$ cat src/twde_pkg.sv
`timescale 1ns / 1ps
// ----------------------------------------------------------------------------
// twde_pkg
// Shared types and constants of the touch wheel event decoder.
// ----------------------------------------------------------------------------
package twde_pkg;

  localparam int TWDE_TIME_BITS = 32;

  localparam int NUM_BUTTONS = 5;
  localparam int RUN_BITS    = 8;

  // Pending result slots, emitted from the lowest slot up.
  localparam int RUN_WHEEL_PRESS = 5;
  localparam int RUN_WHEEL_REL   = 6;
  localparam int RUN_NOISE       = 7;

  // Key codes.
  localparam logic [2:0] KEY_SELECT     = 3'd0;
  localparam logic [2:0] KEY_MENU       = 3'd1;
  localparam logic [2:0] KEY_PLAY       = 3'd2;
  localparam logic [2:0] KEY_NEXT       = 3'd3;
  localparam logic [2:0] KEY_PREV       = 3'd4;
  localparam logic [2:0] KEY_WHEEL_FWD  = 3'd5;
  localparam logic [2:0] KEY_WHEEL_BACK = 3'd6;

  // Status word decode.
  localparam logic [31:0] PKT_MASK     = 32'h8000_00ff;
  localparam logic [31:0] PKT_BUTTON   = 32'h8000_001a;
  localparam logic [31:0] PKT_POSITION = 32'h8000_003a;
  localparam int          TOUCH_BIT    = 30;
  localparam logic [27:0] NOISE_ALL    = 28'hfff_ffff;
  localparam logic [27:0] NOISE_ODD    = 28'h555_5555;
  localparam logic [27:0] NOISE_EVEN   = 28'haaa_aaaa;

  // Status bit of each button, indexed by key code.
  localparam int BTN_BIT [NUM_BUTTONS] = '{8, 12, 11, 9, 10};

  // Register indexes and reset values.
  localparam logic [1:0] REG_WHEEL_POSITIONS = 2'd0;
  localparam logic [1:0] REG_STEP_THRESHOLD  = 2'd1;
  localparam logic [1:0] REG_IDLE_TIMEOUT    = 2'd2;

  localparam logic [6:0]  RST_WHEEL_POSITIONS = 7'd96;
  localparam logic [6:0]  RST_STEP_THRESHOLD  = 7'd12;
  localparam logic [31:0] RST_IDLE_TIMEOUT    = 32'd500000;

  typedef struct packed {
    logic [6:0]  wheel_positions;
    logic [6:0]  step_threshold;
    logic [31:0] idle_timeout;
  } cfg_t;

  typedef struct packed {
    logic [NUM_BUTTONS-1:0] held_buttons;
    logic [6:0]             wheel_position;
    logic                   position_known;
    logic                   timeout_armed;
  } wheel_state_t;

  typedef struct packed {
    logic [RUN_BITS-1:0]    pend;
    logic [NUM_BUTTONS-1:0] press;
    logic                   back;
  } run_t;

endpackage

$ cat src/twde_decode.sv
`timescale 1ns / 1ps
// ----------------------------------------------------------------------------
// twde_decode
// Decodes one status word against the held state: next state and the set of
// results that the word causes.
// ----------------------------------------------------------------------------
module twde_decode import twde_pkg::*; #(
  parameter int TIME_BITS = TWDE_TIME_BITS
) (
  input  logic [31:0]          status_word,
  input  logic [31:0]          now_time,
  input  cfg_t                 cfg,
  input  wheel_state_t         st,
  input  logic [TIME_BITS-1:0] last_move_time,
  output wheel_state_t         st_next,
  output logic [TIME_BITS-1:0] last_move_time_next,
  output run_t                 run
);

  logic [63:0]          now64;
  logic [TIME_BITS-1:0] now_v;
  logic [TIME_BITS-1:0] elapsed;
  logic                 timed_out;
  logic [6:0]           ring;
  logic [6:0]           touch;
  logic                 known_t;
  logic                 armed_t;
  logic signed [9:0]    t_s;
  logic signed [9:0]    l_s;
  logic signed [9:0]    r_s;
  logic signed [9:0]    thr_s;
  logic signed [9:0]    adj;
  logic signed [9:0]    delta;
  logic                 go_fwd;
  logic                 go_back;
  logic [NUM_BUTTONS-1:0] fresh;
  logic [27:0]          noise_v;

  assign now64   = 64'(now_time);
  assign now_v   = now64[TIME_BITS-1:0];
  assign elapsed = now_v - last_move_time;
  assign timed_out = st.timeout_armed && (64'(elapsed) > 64'(cfg.idle_timeout));
  assign known_t = st.position_known && !timed_out;
  assign armed_t = st.timeout_armed && !timed_out;

  assign ring  = (cfg.wheel_positions < 7'd2) ? 7'd2 : cfg.wheel_positions;
  assign touch = (status_word[22:16] > ring - 7'd1) ? ring - 7'd1 : status_word[22:16];

  assign t_s   = $signed({3'b000, touch});
  assign l_s   = $signed({3'b000, st.wheel_position});
  assign r_s   = $signed({3'b000, ring});
  assign thr_s = $signed({3'b000, cfg.step_threshold});

  // Take the shorter way round the ring.
  always_comb begin
    adj = t_s;
    if (t_s > l_s) begin
      if (t_s - l_s > r_s + l_s - t_s) adj = t_s - r_s;
    end else begin
      if (l_s - t_s > r_s + t_s - l_s) adj = t_s + r_s;
    end
  end

  assign delta   = adj - l_s;
  assign go_fwd  = delta > thr_s;
  assign go_back = delta < -thr_s;

  always_comb begin
    for (int k = 0; k < NUM_BUTTONS; k++) begin
      fresh[k] = status_word[BTN_BIT[k]];
    end
  end

  assign noise_v = status_word[31:4];

  always_comb begin
    st_next                = st;
    st_next.position_known = known_t;
    st_next.timeout_armed  = armed_t;
    last_move_time_next    = last_move_time;
    run                    = '0;

    if ((status_word & PKT_MASK) == PKT_BUTTON) begin
      run.pend[NUM_BUTTONS-1:0] = fresh ^ st.held_buttons;
      run.press                 = fresh;
      st_next.held_buttons      = fresh;
      if (status_word[TOUCH_BIT]) begin
        if (!known_t) begin
          st_next.wheel_position = touch;
          st_next.position_known = 1'b1;
          st_next.timeout_armed  = 1'b1;
          last_move_time_next    = now_v;
        end else if (go_fwd || go_back) begin
          run.pend[RUN_WHEEL_PRESS] = 1'b1;
          run.pend[RUN_WHEEL_REL]   = 1'b1;
          run.back                  = !go_fwd;
          st_next.wheel_position    = touch;
          st_next.timeout_armed     = 1'b1;
          last_move_time_next       = now_v;
        end else if (st.wheel_position != touch) begin
          st_next.timeout_armed = 1'b1;
          last_move_time_next   = now_v;
        end
      end else begin
        st_next.position_known = 1'b0;
      end
    end else if ((status_word & PKT_MASK) == PKT_POSITION) begin
      st_next.wheel_position = touch;
      st_next.position_known = 1'b1;
    end else if (noise_v == NOISE_ALL || noise_v == NOISE_ODD || noise_v == NOISE_EVEN) begin
      // Noise changes nothing beyond the idle timeout check.
      run.pend[RUN_NOISE]    = 1'b1;
    end
  end

endmodule

$ cat src/touch_wheel_event_decoder.sv
`timescale 1ns / 1ps
// ----------------------------------------------------------------------------
// touch_wheel_event_decoder
// Turns touch controller status words into button and wheel click events.
// ----------------------------------------------------------------------------
// Each accepted status word is decoded in the cycle it is accepted; the
// results it causes (none to seven) are then sent one per cycle, while the
// output is not stalled, through a single output register. The next word is
// accepted in the cycle its predecessor's last result moves into the output
// register, and a result waiting on a stalled output does not block
// acceptance while no earlier result is still queued. Results of one word
// end with tlast. Configuration writes are always taken.
module touch_wheel_event_decoder import twde_pkg::*; #(
  parameter int TIME_BITS = TWDE_TIME_BITS
) (
  input  logic        clk,
  input  logic        rst,
  // cfg: register write
  input  logic        cfg_valid,
  output logic        cfg_ready,
  input  logic [1:0]  cfg_index,
  input  logic [31:0] cfg_data,
  // input request
  input  logic        s_tvalid,
  output logic        s_tready,
  input  logic [63:0] s_tdata,   // [31:0] status_word, [63:32] now_time
  // result
  output logic        m_tvalid,
  input  logic        m_tready,
  output logic [7:0]  m_tdata,   // [0] event_valid, [3:1] key_code, [4] pressed,
                                 // [5] reinit_request, [7:6] zero
  output logic        m_tlast    // last_of_run
);

  cfg_t                 cfg;
  wheel_state_t         st;
  wheel_state_t         st_next;
  logic [TIME_BITS-1:0] last_move_time;
  logic [TIME_BITS-1:0] last_move_time_next;
  run_t                 run;
  run_t                 run_next;
  logic [RUN_BITS-1:0]  sel;
  logic [RUN_BITS-1:0]  rem;
  logic                 load;
  logic                 accept;

  logic                 ev_valid_n;
  logic [2:0]           key_n;
  logic                 pressed_n;
  logic                 reinit_n;

  logic                 ev_valid;
  logic [2:0]           key;
  logic                 pressed;
  logic                 reinit;
  logic                 last;

  assign cfg_ready = 1'b1;

  always_ff @(posedge clk) begin
    if (rst) begin
      cfg.wheel_positions <= RST_WHEEL_POSITIONS;
      cfg.step_threshold  <= RST_STEP_THRESHOLD;
      cfg.idle_timeout    <= RST_IDLE_TIMEOUT;
    end else if (cfg_valid) begin
      case (cfg_index)
        REG_WHEEL_POSITIONS: cfg.wheel_positions <= cfg_data[6:0];
        REG_STEP_THRESHOLD:  cfg.step_threshold  <= cfg_data[6:0];
        REG_IDLE_TIMEOUT:    cfg.idle_timeout    <= cfg_data;
        default: ;
      endcase
    end
  end

  twde_decode #(
    .TIME_BITS (TIME_BITS)
  ) u_decode (
    .status_word         (s_tdata[31:0]),
    .now_time            (s_tdata[63:32]),
    .cfg                 (cfg),
    .st                  (st),
    .last_move_time      (last_move_time),
    .st_next             (st_next),
    .last_move_time_next (last_move_time_next),
    .run                 (run_next)
  );

  // Next result is the lowest pending slot.
  assign sel  = run.pend & (~run.pend + RUN_BITS'(1));
  assign rem  = run.pend & ~sel;
  assign load = (run.pend != '0) && (!m_tvalid || m_tready);

  assign s_tready = (run.pend == '0) || (load && rem == '0);
  assign accept   = s_tvalid && s_tready;

  always_ff @(posedge clk) begin
    if (rst) begin
      st             <= '0;
      last_move_time <= '0;
      run            <= '0;
    end else begin
      if (accept) begin
        st             <= st_next;
        last_move_time <= last_move_time_next;
        run            <= run_next;
      end else if (load) begin
        run.pend <= rem;
      end
    end
  end

  always_comb begin
    ev_valid_n = 1'b0;
    key_n      = KEY_SELECT;
    pressed_n  = 1'b0;
    reinit_n   = 1'b0;
    for (int i = 0; i < NUM_BUTTONS; i++) begin
      if (sel[i]) begin
        ev_valid_n = 1'b1;
        key_n      = 3'(i);
        pressed_n  = run.press[i];
      end
    end
    if (sel[RUN_WHEEL_PRESS] || sel[RUN_WHEEL_REL]) begin
      ev_valid_n = 1'b1;
      key_n      = run.back ? KEY_WHEEL_BACK : KEY_WHEEL_FWD;
      pressed_n  = sel[RUN_WHEEL_PRESS];
    end
    if (sel[RUN_NOISE]) begin
      reinit_n = 1'b1;
    end
  end

  always_ff @(posedge clk) begin
    if (rst) begin
      m_tvalid <= 1'b0;
    end else if (load) begin
      m_tvalid <= 1'b1;
    end else if (m_tready) begin
      m_tvalid <= 1'b0;
    end
  end

  always_ff @(posedge clk) begin
    if (load) begin
      ev_valid <= ev_valid_n;
      key      <= key_n;
      pressed  <= pressed_n;
      reinit   <= reinit_n;
      last     <= (rem == '0);
    end
  end

  assign m_tdata = {2'b00, reinit, pressed, key, ev_valid};
  assign m_tlast = last;

endmodule

$ cat config.mk
export PLATFORM = sky130hd
export DESIGN_NAME = touch_wheel_event_decoder
export DESIGN_NICKNAME = d
export VERILOG_FILES = /design/src/twde_pkg.sv /design/src/twde_decode.sv /design/src/touch_wheel_event_decoder.sv
export SDC_FILE = /design/constraint.sdc
export NUM_CORES = 1
export LEC_CHECK = 0
export ABC_AREA = 1
export CAP_MARGIN = 10
export CELL_PAD_IN_SITES_DETAIL_PLACEMENT = 1
export CELL_PAD_IN_SITES_GLOBAL_PLACEMENT = 1
export CORE_MARGIN = 2
export CORE_UTILIZATION = 43
export CTS_CLUSTER_DIAMETER = 40
export CTS_CLUSTER_SIZE = 25
export DETAILED_ROUTE_END_ITERATION = 7
export DONT_BUFFER_PORTS = 1
export PLACE_DENSITY = 0.9
export SETUP_SLACK_MARGIN = 0.3
export SLEW_MARGIN = 20
export SYNTH_ARGS = -nofsm -noshare
export SYNTH_HDL_FRONTEND = slang
export SYNTH_SLANG_ARGS = --single-unit
$ cat constraint.sdc
create_clock -name clk -period 9 [get_ports clk]
set_input_delay 1.35 -clock clk [delete_from_list [all_inputs] [get_ports clk]]
set_output_delay 1.35 -clock clk [all_outputs]
set_load 0.02 [all_outputs]
==> results of run 1 <==
## per-stage QoR
| step | hold slack [ps] | utilization (%) | instance area (um2) | setup slack [ps] | power, W |
|---|---|---|---|---|---|
| after floorplan | 435 | - | 11200 | 393 | 0.00186 |
| after global routing | 474 | 52.6 | 13500 | -323 | 0.00401 |
| after detailed placement | 452 | 45.0 | 11600 | -514 | 0.00232 |
| final | 460 | 52.6 | 13500 | 22.4 | 0.00380 |
| after global placement | 450 | 45.0 | 11600 | 40.8 | 0.00222 |
| after CTS | 460 | 49.6 | 12800 | 301 | 0.00331 |
## kinds of logic (layout without fill, tap and decap cells)
| logic type | count (synthesis) | count (layout) | share of synthesized area (%) |
|---|---|---|---|
| and+or+nand+nor | 567 | 567 | 23.2 |
| AOI/OAI and AO/OA | 359 | 359 | 18.7 |
| buffers and inverters | 295 | 364 | 11.2 |
| adders and majority gates | 169 | 169 | 19.4 |
| DFF | 114 | 114 | 21.0 |
| xor gates and xnor gates | 82 | 82 | 6.42 |
| other | 2 | 4 | 0.0672 |
## registers in the layout, indices dropped and copies added (netlist names)
| register | count |
|---|---|
| m_tlast | 1 |
| key | 3 |
| last_move_time | 32 |
| cfg | 46 |
| run | 14 |
| m_tvalid | 1 |
| reinit | 1 |
| ev_valid | 1 |
| st | 14 |
| pressed | 1 |
## metal layers
metal / part of all wire [%] / track usage, % / routed length, um
met1: 37 / 31.6 / 16400
met2: 51 / 52.3 / 22300
met3: 6.2 / 7.29 / 2730
met4: 6.0 / 12.0 / 2640
met5: 0 / 0 / 0
## power groups by stage
stage / sequential [W] / combinational [W] / clock [W]
after floorplan: 0.000604 / 0.00125 / 0
after global placement: 0.000618 / 0.00160 / 0
after detailed placement: 0.000620 / 0.00170 / 0
after CTS: 0.000609 / 0.00201 / 0.000691
after global routing: 0.000615 / 0.00269 / 0.000713
final: 0.000610 / 0.00250 / 0.000689
## layout by cell type, fill, tap and decap left out, types with 12 or more instances in the layout
| cell type | netlist | layout |
|---|---|---|
| a21oi_2 | 32 | 52 |
| nor2_1 | 116 | 104 |
| nor2_2 | 12 | 15 |
| xor2_1 | 61 | 55 |
| nand2_1 | 288 | 265 |
| nand3b_1 | 32 | 32 |
| dfxtp_1 | 107 | 103 |
| xnor2_1 | 21 | 19 |
| nand3_1 | 53 | 51 |
| inv_2 | 7 | 15 |
| ha_1 | 162 | 137 |
| buf_4 | 10 | 73 |
| clkbuf_16 | 0 | 18 |
| nand4_1 | 23 | 23 |
| ha_4 | 0 | 22 |
| o21ai_0 | 95 | 81 |
| nor3_1 | 13 | 12 |
| a21oi_1 | 164 | 141 |
| nand2_2 | 4 | 21 |
| o211ai_1 | 16 | 16 |
| inv_1 | 235 | 222 |
## critical path: cells and delay by family (launching register included)
| kind | cells | cell delay, ps |
|---|---|---|
| DFF | 1 | 360 |
| buffers and inverters | 9 | 950 |
| xor gates and xnor gates | 3 | 530 |
| and+or+nand+nor | 32 | 3540 |
| AOI/OAI and AO/OA | 10 | 1630 |
| adders and majority gates | 7 | 1890 |
## what timing repair did
item,in CTS,in global routing
pin swaps,46,75
resized for setup,81,122
cloned,3,1
hold buffers,0,0
buffers inserted,27,18
setup endpoints to repair,43,43
## worst paths after layout
path,start,end,slack [ps],cells after the start
worst max register to register,cfg[41],st[2],20,61
worst max-delay path,cfg[41],st[2],20,61
worst min register to register,run[5],run[5],460,2
worst min-delay path,run[5],run[5],460,2
## final cells by class
class,count,area (um2),area share [%]
Timing Repair Buffer,88,815,6.01
Clock inverter,13,124,0.914
Multi-Input combinational cell,1180,8440,62.3
Sequential cell,114,2360,17.4
Inverter,244,932,6.88
Tap cell,335,419,3.09
Antenna cell,1,2.50,0.0185
Clock buffer,19,453,3.34
==> run metrics, run 1 <==
Clock Path Buffers=2; Vias/cell=5.90; post-synthesis cell area=11200 um2; Die ar.=27300 um2; number of synthesized flops with an enable pin=7; Synth Warn #=0; Clock power frac=18.1%; minimum clock period=8980 ps; Worst path slowest cell=ha_1; Setup TNS=0 ps; top cell type's share of synthesized area=19.2%; count of cell types in the netlist=59; data required time of the worst path=9360 ps; Synth Area per Inst=7.04 um2; total number of vias=11.8k; PwrDens=280 nW/um2; global-route wire length before repair=61.1 mm; critical path's most frequent cell=nand2_1; fill count=3194; Die X=165 um; Final GP Congestion=0.941; slowest cell delay on critical path=390 ps; Port Buf Inserts=0; largest cells by area after synthesis=dfxtp_1 (19%), ha_1 (18%), nand2_1 (9.7%), inv_1 (7.9%), a21oi_1 (7.3%); CTS tree=built; Non-Filler Instances=1994; initial antenna violation count=1; top-count cell post-synth=nand2_1; worst clock skew=14.4 ps; area added between synthesis and finish=21.2%; Yosys reg bits=114; drt total wl=44.0 mm; synthesized instance count=1588; switching power=0.00183 W; Flop pwr share=16.1%; Primary FF master, synth=dfxtp_1; total track usage=28.7%; Slew Limit Fails=0; RSZ-0062 raised after global routing=true; worst hold path class=flop to flop; CORE AREA=25800 um2; Root Driver=clkbuf_16; CP arrival=9340 ps; DP HPWL=28.0 mm; Congestion Overflow GR=0; # nets final=1917; post-synthesis sequential area ratio=21.0%; Row Count=59; share of cells above drive strength 1=20.1%; status=completed; Post-synth ARST share=0%; clock slew at reported path FFs=60 ps; clk_lat worst skew=450 ps; P_int=0.00197 W; drt pass-1 iters=7; part of the power in combinational logic=65.8%; DR WL/cell=22.1 um; dpl cells=1912; final critical-path share of the clock period=99.8%; Sink Count=114; DRT iter0 DRCs=654; Yosys top cell by area=dfxtp_1; P_leak=5.99 nW; fmax=111 MHz; # IOs=115; Worst Setup Start Kind=flop; Die H=165 um; Final Setup Violations=0; top cells by count, synth=nand2_1 (288), inv_1 (235), a21oi_1 (164); largest net degree at the start of global routing=66; crit path max fanout=8; CTS H-tree depth=4; Critical Path Sink Type=flop; final hold violations=0; WS Path Type=flop to flop; vias in the first global route=12.0k; slew margin rel.=40.3%; initial core utilization=43.4%; CTS Buf Count=17; VDD IR max=0.163 mV; switching share of power=48.1%; DRC viols=0; Max Cap Violations=0; Slew @ Worst Pin=895 ps; Routed Antenna Nets=0
Power figures use the tool's default switching activity.
==> run 2, diff against run 1 <==
--- a/config.mk
+++ b/config.mk
@@ -7,7 +7,7 @@
 export LEC_CHECK = 0
 export ABC_AREA = 1
 export CAP_MARGIN = 10
-export CELL_PAD_IN_SITES_DETAIL_PLACEMENT = 1
+export CELL_PAD_IN_SITES_DETAIL_PLACEMENT = 0
 export CELL_PAD_IN_SITES_GLOBAL_PLACEMENT = 1
 export CORE_MARGIN = 2
 export CORE_UTILIZATION = 43
==> run 2 against run 1 <==
Net effect:
- flip-flop and latch count stayed put
- count of clock-buffer cells in the layout fell by 2
- core utilization shrank 1.5 points
- highest routed layer unchanged
- combinational power down 18%
- via count is 11% lower
- wire length is 29% lower
- worst hold slack hardly changed
- power decreased by 9.9%
==> run metrics, run 2 (synthesis gave the netlist of run 1 again) <==
RSZ-0062 raised after global routing=true; data required time of the worst path=9360 ps (about the same); Row Count=59 (unchanged); Die ar.=27300 um2 (unchanged); most frequent cells in the layout=nand2_1 (276), inv_1 (227), ha_1 (152); largest net degree at the start of global routing=66 (unchanged); minimum clock period=8450 ps (-528 ps); global-route wire length before repair=49.0 mm (-20%); DP HPWL=23.7 mm (-15%); Final Setup Violations=0 (unchanged); Worst path slowest cell=dfxtp_4; Worst Setup Start Kind=flop; total track usage=22.7% (-6.0 points); Sequential Area=2360 um2 (-0.16%); VDD IR max=0.155 mV (-5.2%); # nets final=1911 (-0.31%); drt total wl=31.4 mm (-29%); DRC viols=0 (unchanged); Max Cap Violations=0 (unchanged); switching share of power=44.3% (-3.8 points); # IOs=115 (unchanged); status=completed; Pwr Total=0.00342 W (-9.9%); Setup Slack @ Placement=-197 ps (+317 ps); worst hold path class=flop to flop; PwrDens=260 nW/um2 (-7.4%); CTS H-tree depth=4 (unchanged); DRT iter0 DRCs=614 (-6.1%); part of the power in combinational logic=59.8% (-6.0 points); worst hold slack=460 ps (+0.144 ps); Port Buf Inserts=0 (unchanged); DR WL/cell=15.8 um (-29%); Flop pwr share=17.8% (+1.7 points); Vias/cell=5.26 (-11%); delay-heaviest family, CP=simple AND/OR/NAND/NOR gates; CORE AREA=25800 um2 (unchanged); most common cell after layout, fill and taps aside=nand2_1; Die H=165 um (unchanged); switching power=0.00151 W (-17%); P_int=0.00191 W (-3.3%); initial antenna violation count=1 (unchanged); WS Path Type=flop to flop; Slew @ Worst Pin=873 ps (-21.9 ps); slew margin rel.=41.8% (+1.5 points); area added between synthesis and finish=17.9%; placement-stage cell area=11600 um2 (unchanged); slowest cell delay on critical path=370 ps (-20 ps); fill count=2469 (-23%); multi-input logic area=8090 um2 (-4.2%); Critical Path Sink Type=flop; initial core utilization=43.4% (unchanged); Congestion Overflow GR=0 (unchanged); drt pass-1 iters=5 (-2); total number of vias=10.5k (-11%); Most flops, register=cfg; Clock power frac=22.4% (+4.3 points); Die X=165 um (unchanged); CTS tree=built; fin worst setup slack=551 ps (+528 ps); CP arrival=8810 ps (-530 ps); share of cells above drive strength 1=16.8% (-3.3 points); critical path's most frequent cell=nand2_1; largest registers=cfg (46), last_move_time (32); Bufs and invs on worst path=8 (-1); Final GP Congestion=0.941 (unchanged); cell area after layout=13200 um2 (-2.8%); Sink Count=114 (unchanged); Root Driver=clkbuf_16; Clock Path Buffers=2 (unchanged); vias in the first global route=9722 (-19%); clk_lat worst skew=430 ps (-20 ps); clock slew at reported path FFs=70 ps (about the same); P_leak=5.94 nW (-0.81%); max reg flops=46 (unchanged); worst clock skew=13.6 ps (-0.769 ps); Routed Antenna Nets=0 (unchanged); crit path max fanout=8 (unchanged); fmax=118 MHz (+6.3%); final hold violations=0 (unchanged); CTS Buf Count=17 (unchanged); final critical-path share of the clock period=93.9% (-5.9 points); Slew Limit Fails=0 (unchanged)
run 2: path summary, 6_finish.rpt:
path         slack (ps)    start      end  cells past startpoint
min                 460  cfg[21]  cfg[21]                      2
min reg2reg         460  cfg[21]  cfg[21]                      2
max reg2reg         550  cfg[43]    st[2]                     64
max                 550  cfg[43]    st[2]                     64
run 2: layout make-up:
| type | count | share of cell area [%] |
|---|---|---|
| clock buffer | 17 | 3.23 |
| antenna | 2 | 0.0380 |
| timing repair buffer | 82 | 5.58 |
| inverter | 244 | 7.00 |
| sequential | 114 | 17.9 |
| clock inverter | 15 | 1.65 |
| multi-input combinational | 1180 | 61.4 |
| tap | 335 | 3.18 |
run 2: layer usage:
layer	vias up	track usage, %	routed length [um]
met3	34	4.85	1970
met2	266	38.0	15000
li1	5374	-	-
met1	4788	29.8	13800
met4	0	5.61	539
met5	-	0	0
run 2: what timing repair did:
item	4_1_cts	5_1_grt
gates resized for setup	41	88
setup endpoints to repair	43	43
hold buffers	0	0
buffers inserted	25	14
cloned	3	1
pin swaps	24	53
run 2: worst reg2reg max path: cells and delay by family, from the launching register on:
family / cells / cell delay [ps]
simple gates: 29 / 2710
compound gates: 16 / 2040
fa+ha+maj: 7 / 1880
buf+inv: 8 / 740
xor+xnor: 4 / 600
flops: 1 / 370
run 2: power groups by stage:
stage / Combinational [W] / Clock (W) / Sequential (W)
after floorplan: 0.00125 / 0 / 0.000604
after global placement: 0.00160 / 0 / 0.000618
after detailed placement: 0.00163 / 0 / 0.000619
after CTS: 0.00180 / 0.000776 / 0.000607
after global routing: 0.00231 / 0.000800 / 0.000614
final: 0.00205 / 0.000767 / 0.000608
run 2: per-stage QoR:
stage                     instances  setup TNS [ps]  util, %
after floorplan                1589               0        -
after global placement         1912               0     45.0
after detailed placement       1912           -5450     45.0
after CTS                      1972               0     49.1
after global routing           1988            -161     51.1
final                          1989               0     51.1
==> run 3, diff against run 2 <==
--- a/config.mk
+++ b/config.mk
@@ -10,7 +10,7 @@
 export CELL_PAD_IN_SITES_DETAIL_PLACEMENT = 0
 export CELL_PAD_IN_SITES_GLOBAL_PLACEMENT = 1
 export CORE_MARGIN = 2
-export CORE_UTILIZATION = 43
+export CORE_UTILIZATION = 45
 export CTS_CLUSTER_DIAMETER = 40
 export CTS_CLUSTER_SIZE = 25
 export DETAILED_ROUTE_END_ITERATION = 7
==> constraint.sdc (replaced) <==
create_clock -name clk -period 8.75 [get_ports clk]
set_input_delay 1.3125 -clock clk [delete_from_list [all_inputs] [get_ports clk]]
set_output_delay 1.3125 -clock clk [all_outputs]
set_load 0.02 [all_outputs]
==> run 3 against run 2 <==
Net effect:
- power increased by 8.9%
- largest cell class unchanged
- design area increased by 2.9%
- critical path type unchanged
- worst hold slack improved by 2.2 ps
==> run metrics, run 3 (synthesis gave the netlist of run 1 again) <==
Worst setup startpoint=cfg[45]; total track usage=22.9% (+0.13 points); reg-to-reg slack, setup=360 ps (-190 ps); Die H=162 um (-2.2%); Port Buf Inserts=0 (unchanged); WS Path Type=flop to flop; initial antenna violation count=3 (+2); vias in the first global route=10.1k (+4.0%); # IOs=115 (unchanged); Critical Path Sink Type=flop; initial core utilization=46.0% (+2.6 points); drt pass-1 iters=5 (unchanged); DRC viols=0 (unchanged); met2 wire len=14.5 mm (-3.2%); Most flops, register=cfg; WL met1=13.9 mm (+0.77%); crit path max fanout=8 (unchanged); fmax=119 MHz (+0.68%); CP arrival=8750 ps (-60 ps); global-route wire length before repair=48.4 mm (-1.3%); delay-heaviest family, CP=simple AND/OR/NAND/NOR gates; clock slew at reported path FFs=60 ps (about the same); Clock Path Buffers=2 (unchanged); drt total wl=31.0 mm (-1.3%); Hold Path End=cfg[1]; DRT iter0 DRCs=665 (+8.3%); slowest cell delay on critical path=330 ps (-40 ps); Final Util=55.7% (+4.6 points); RR Startpoint=cfg[45]; P_leak=6.08 nW (+2.3%); Worst Hold Path Cells=2 (unchanged); Worst path slowest cell=ha_1; PwrDens=275 nW/um2 (+5.9%); total number of vias=10.6k (+1.3%); Vias/cell=5.30 (+0.76%); Worst R2R Path Depth=62 (-3.1%); slew margin rel.=42.4% (+0.58 points); DP HPWL=23.4 mm (-1.4%); highest routed layer=met5; largest net degree at the start of global routing=70 (+6.1%); Slew Limit Fails=0 (unchanged); Die X=162 um (-2.2%); clk_lat worst skew=430 ps (about the same); critical path's most frequent cell=nand2_1; Slew @ Worst Pin=864 ps (-8.69 ps); Routed Antenna Nets=0 (unchanged); DR WL/cell=15.5 um (-1.9%); Worst Hold Launch=cfg[1]; Final GP Congestion=0.892 (-5.1%); area added between synthesis and finish=21.2%; Sink Count=114 (unchanged); RSZ-0062 raised after global routing=true; Row Count=57 (-3.4%); Post-CTS Hold Buffers=0 (unchanged); final critical-path share of the clock period=95.9% (+2.0 points); fill count=2243 (-9.2%); FF-to-FF End=st[5]; most frequent cells in the layout=nand2_1 (268), inv_1 (223), a21oi_1 (147); share of cells above drive strength 1=19.8% (+3.0 points); # nets final=1933 (+1.2%); data required time of the worst path=9110 ps (-250 ps); Max Cap Violations=0 (unchanged); Worst Setup Start Kind=flop; CTS H-tree depth=4 (unchanged); CTS Buf Count=17 (unchanged); Congestion Overflow GR=0 (unchanged); Pwr Total=0.00373 W (+8.9%); max reg flops=46 (unchanged); CTS tree=built; most common cell after layout, fill and taps aside=nand2_1; worst hold path class=flop to flop; VDD IR max=0.174 mV (+13%); Root Driver=clkbuf_16; status=completed; final hold violations=0 (unchanged); Final Setup Violations=0 (unchanged); largest registers=cfg (46), last_move_time (32); met3 WL=1.70 mm (-14%); worst clock skew=16.1 ps (+2.55 ps); minimum clock period=8390 ps (-56.8 ps); Die ar.=26100 um2 (-4.3%); CORE AREA=24300 um2 (-5.6%); Bufs and invs on worst path=9 (+1)
[run 3: changes by cell type in the layout (fill, tap and decap cells not counted), sizes merged]
| cell | before | now |
|---|---|---|
| clkinv | 4 | 6 |
| clkinvlp | 0 | 3 |
| buf | 81 | 103 |
| inv | 251 | 243 |
| clkbuf | 18 | 22 |
| bufinv | 4 | 3 |
[run 3: what timing repair did]
item / 4_1_cts / 5_1_grt
pin swaps: 35 / 76
setup endpoints to repair: 43 / 43
gates cloned: 3 / 1
buffers inserted: 15 / 18
resized for setup: 56 / 118
[run 3: cell type report]
cell class                      count  area, um2  area share, %
Clock buffer                       21        472           3.48
Timing Repair Buffer              104        961           7.09
Inverter                          244        926           6.83
Sequential cell                   114       2360           17.4
Multi-Input combinational cell   1180       8270           61.0
Antenna cell                        2       5.00         0.0369
Clock inverter                     11        153           1.13
Tap cell                          324        405           2.99
[run 3: how the worst max path moves through the flow]
| stage | endpoint | slack, ps | depth (start not counted) |
|---|---|---|---|
| global route | last_move_time[23] | -250 | 65 |
| global placement | last_move_time[22] | -140 | 55 |
| CTS | last_move_time[20] | 280 | 63 |
| finish | st[5] | 360 | 62 |
| detailed placement | last_move_time[20] | -310 | 54 |
| floorplan | last_move_time[23] | 320 | 58 |
[run 3: per-layer routing]
layer / track usage [%] / up-vias
li1: - / 5433
met1: 29.6 / 4838
met2: 38.8 / 270
met3: 4.16 / 57
met4: 6.92 / 2
met5: 0 / -
[run 3: through the flow]
stage	hold WS, ps	setup slack, ps	TNS, ps	instances	instance area, um2
finish	462	358	0	2000	13600
global route	475	-253	-7220	2000	13600
CTS	465	284	0	1979	12900
detailed placement	456	-311	-11440	1929	11800
global placement	449	-137	-4570	1929	11800
floorplan	435	318	0	1589	11200
[run 3: tightest hold or removal path: stages (launching register included)]
cell and delay, ps:
dfxtp_1 290, inv_1 60, a21oi_1 60
[run 3: report_power, final]
part | internal (W) | switching (W)
clock | 0.000475 | 0.000277
combinational | 0.00105 | 0.00130
sequential | 0.000578 | 0.0000471
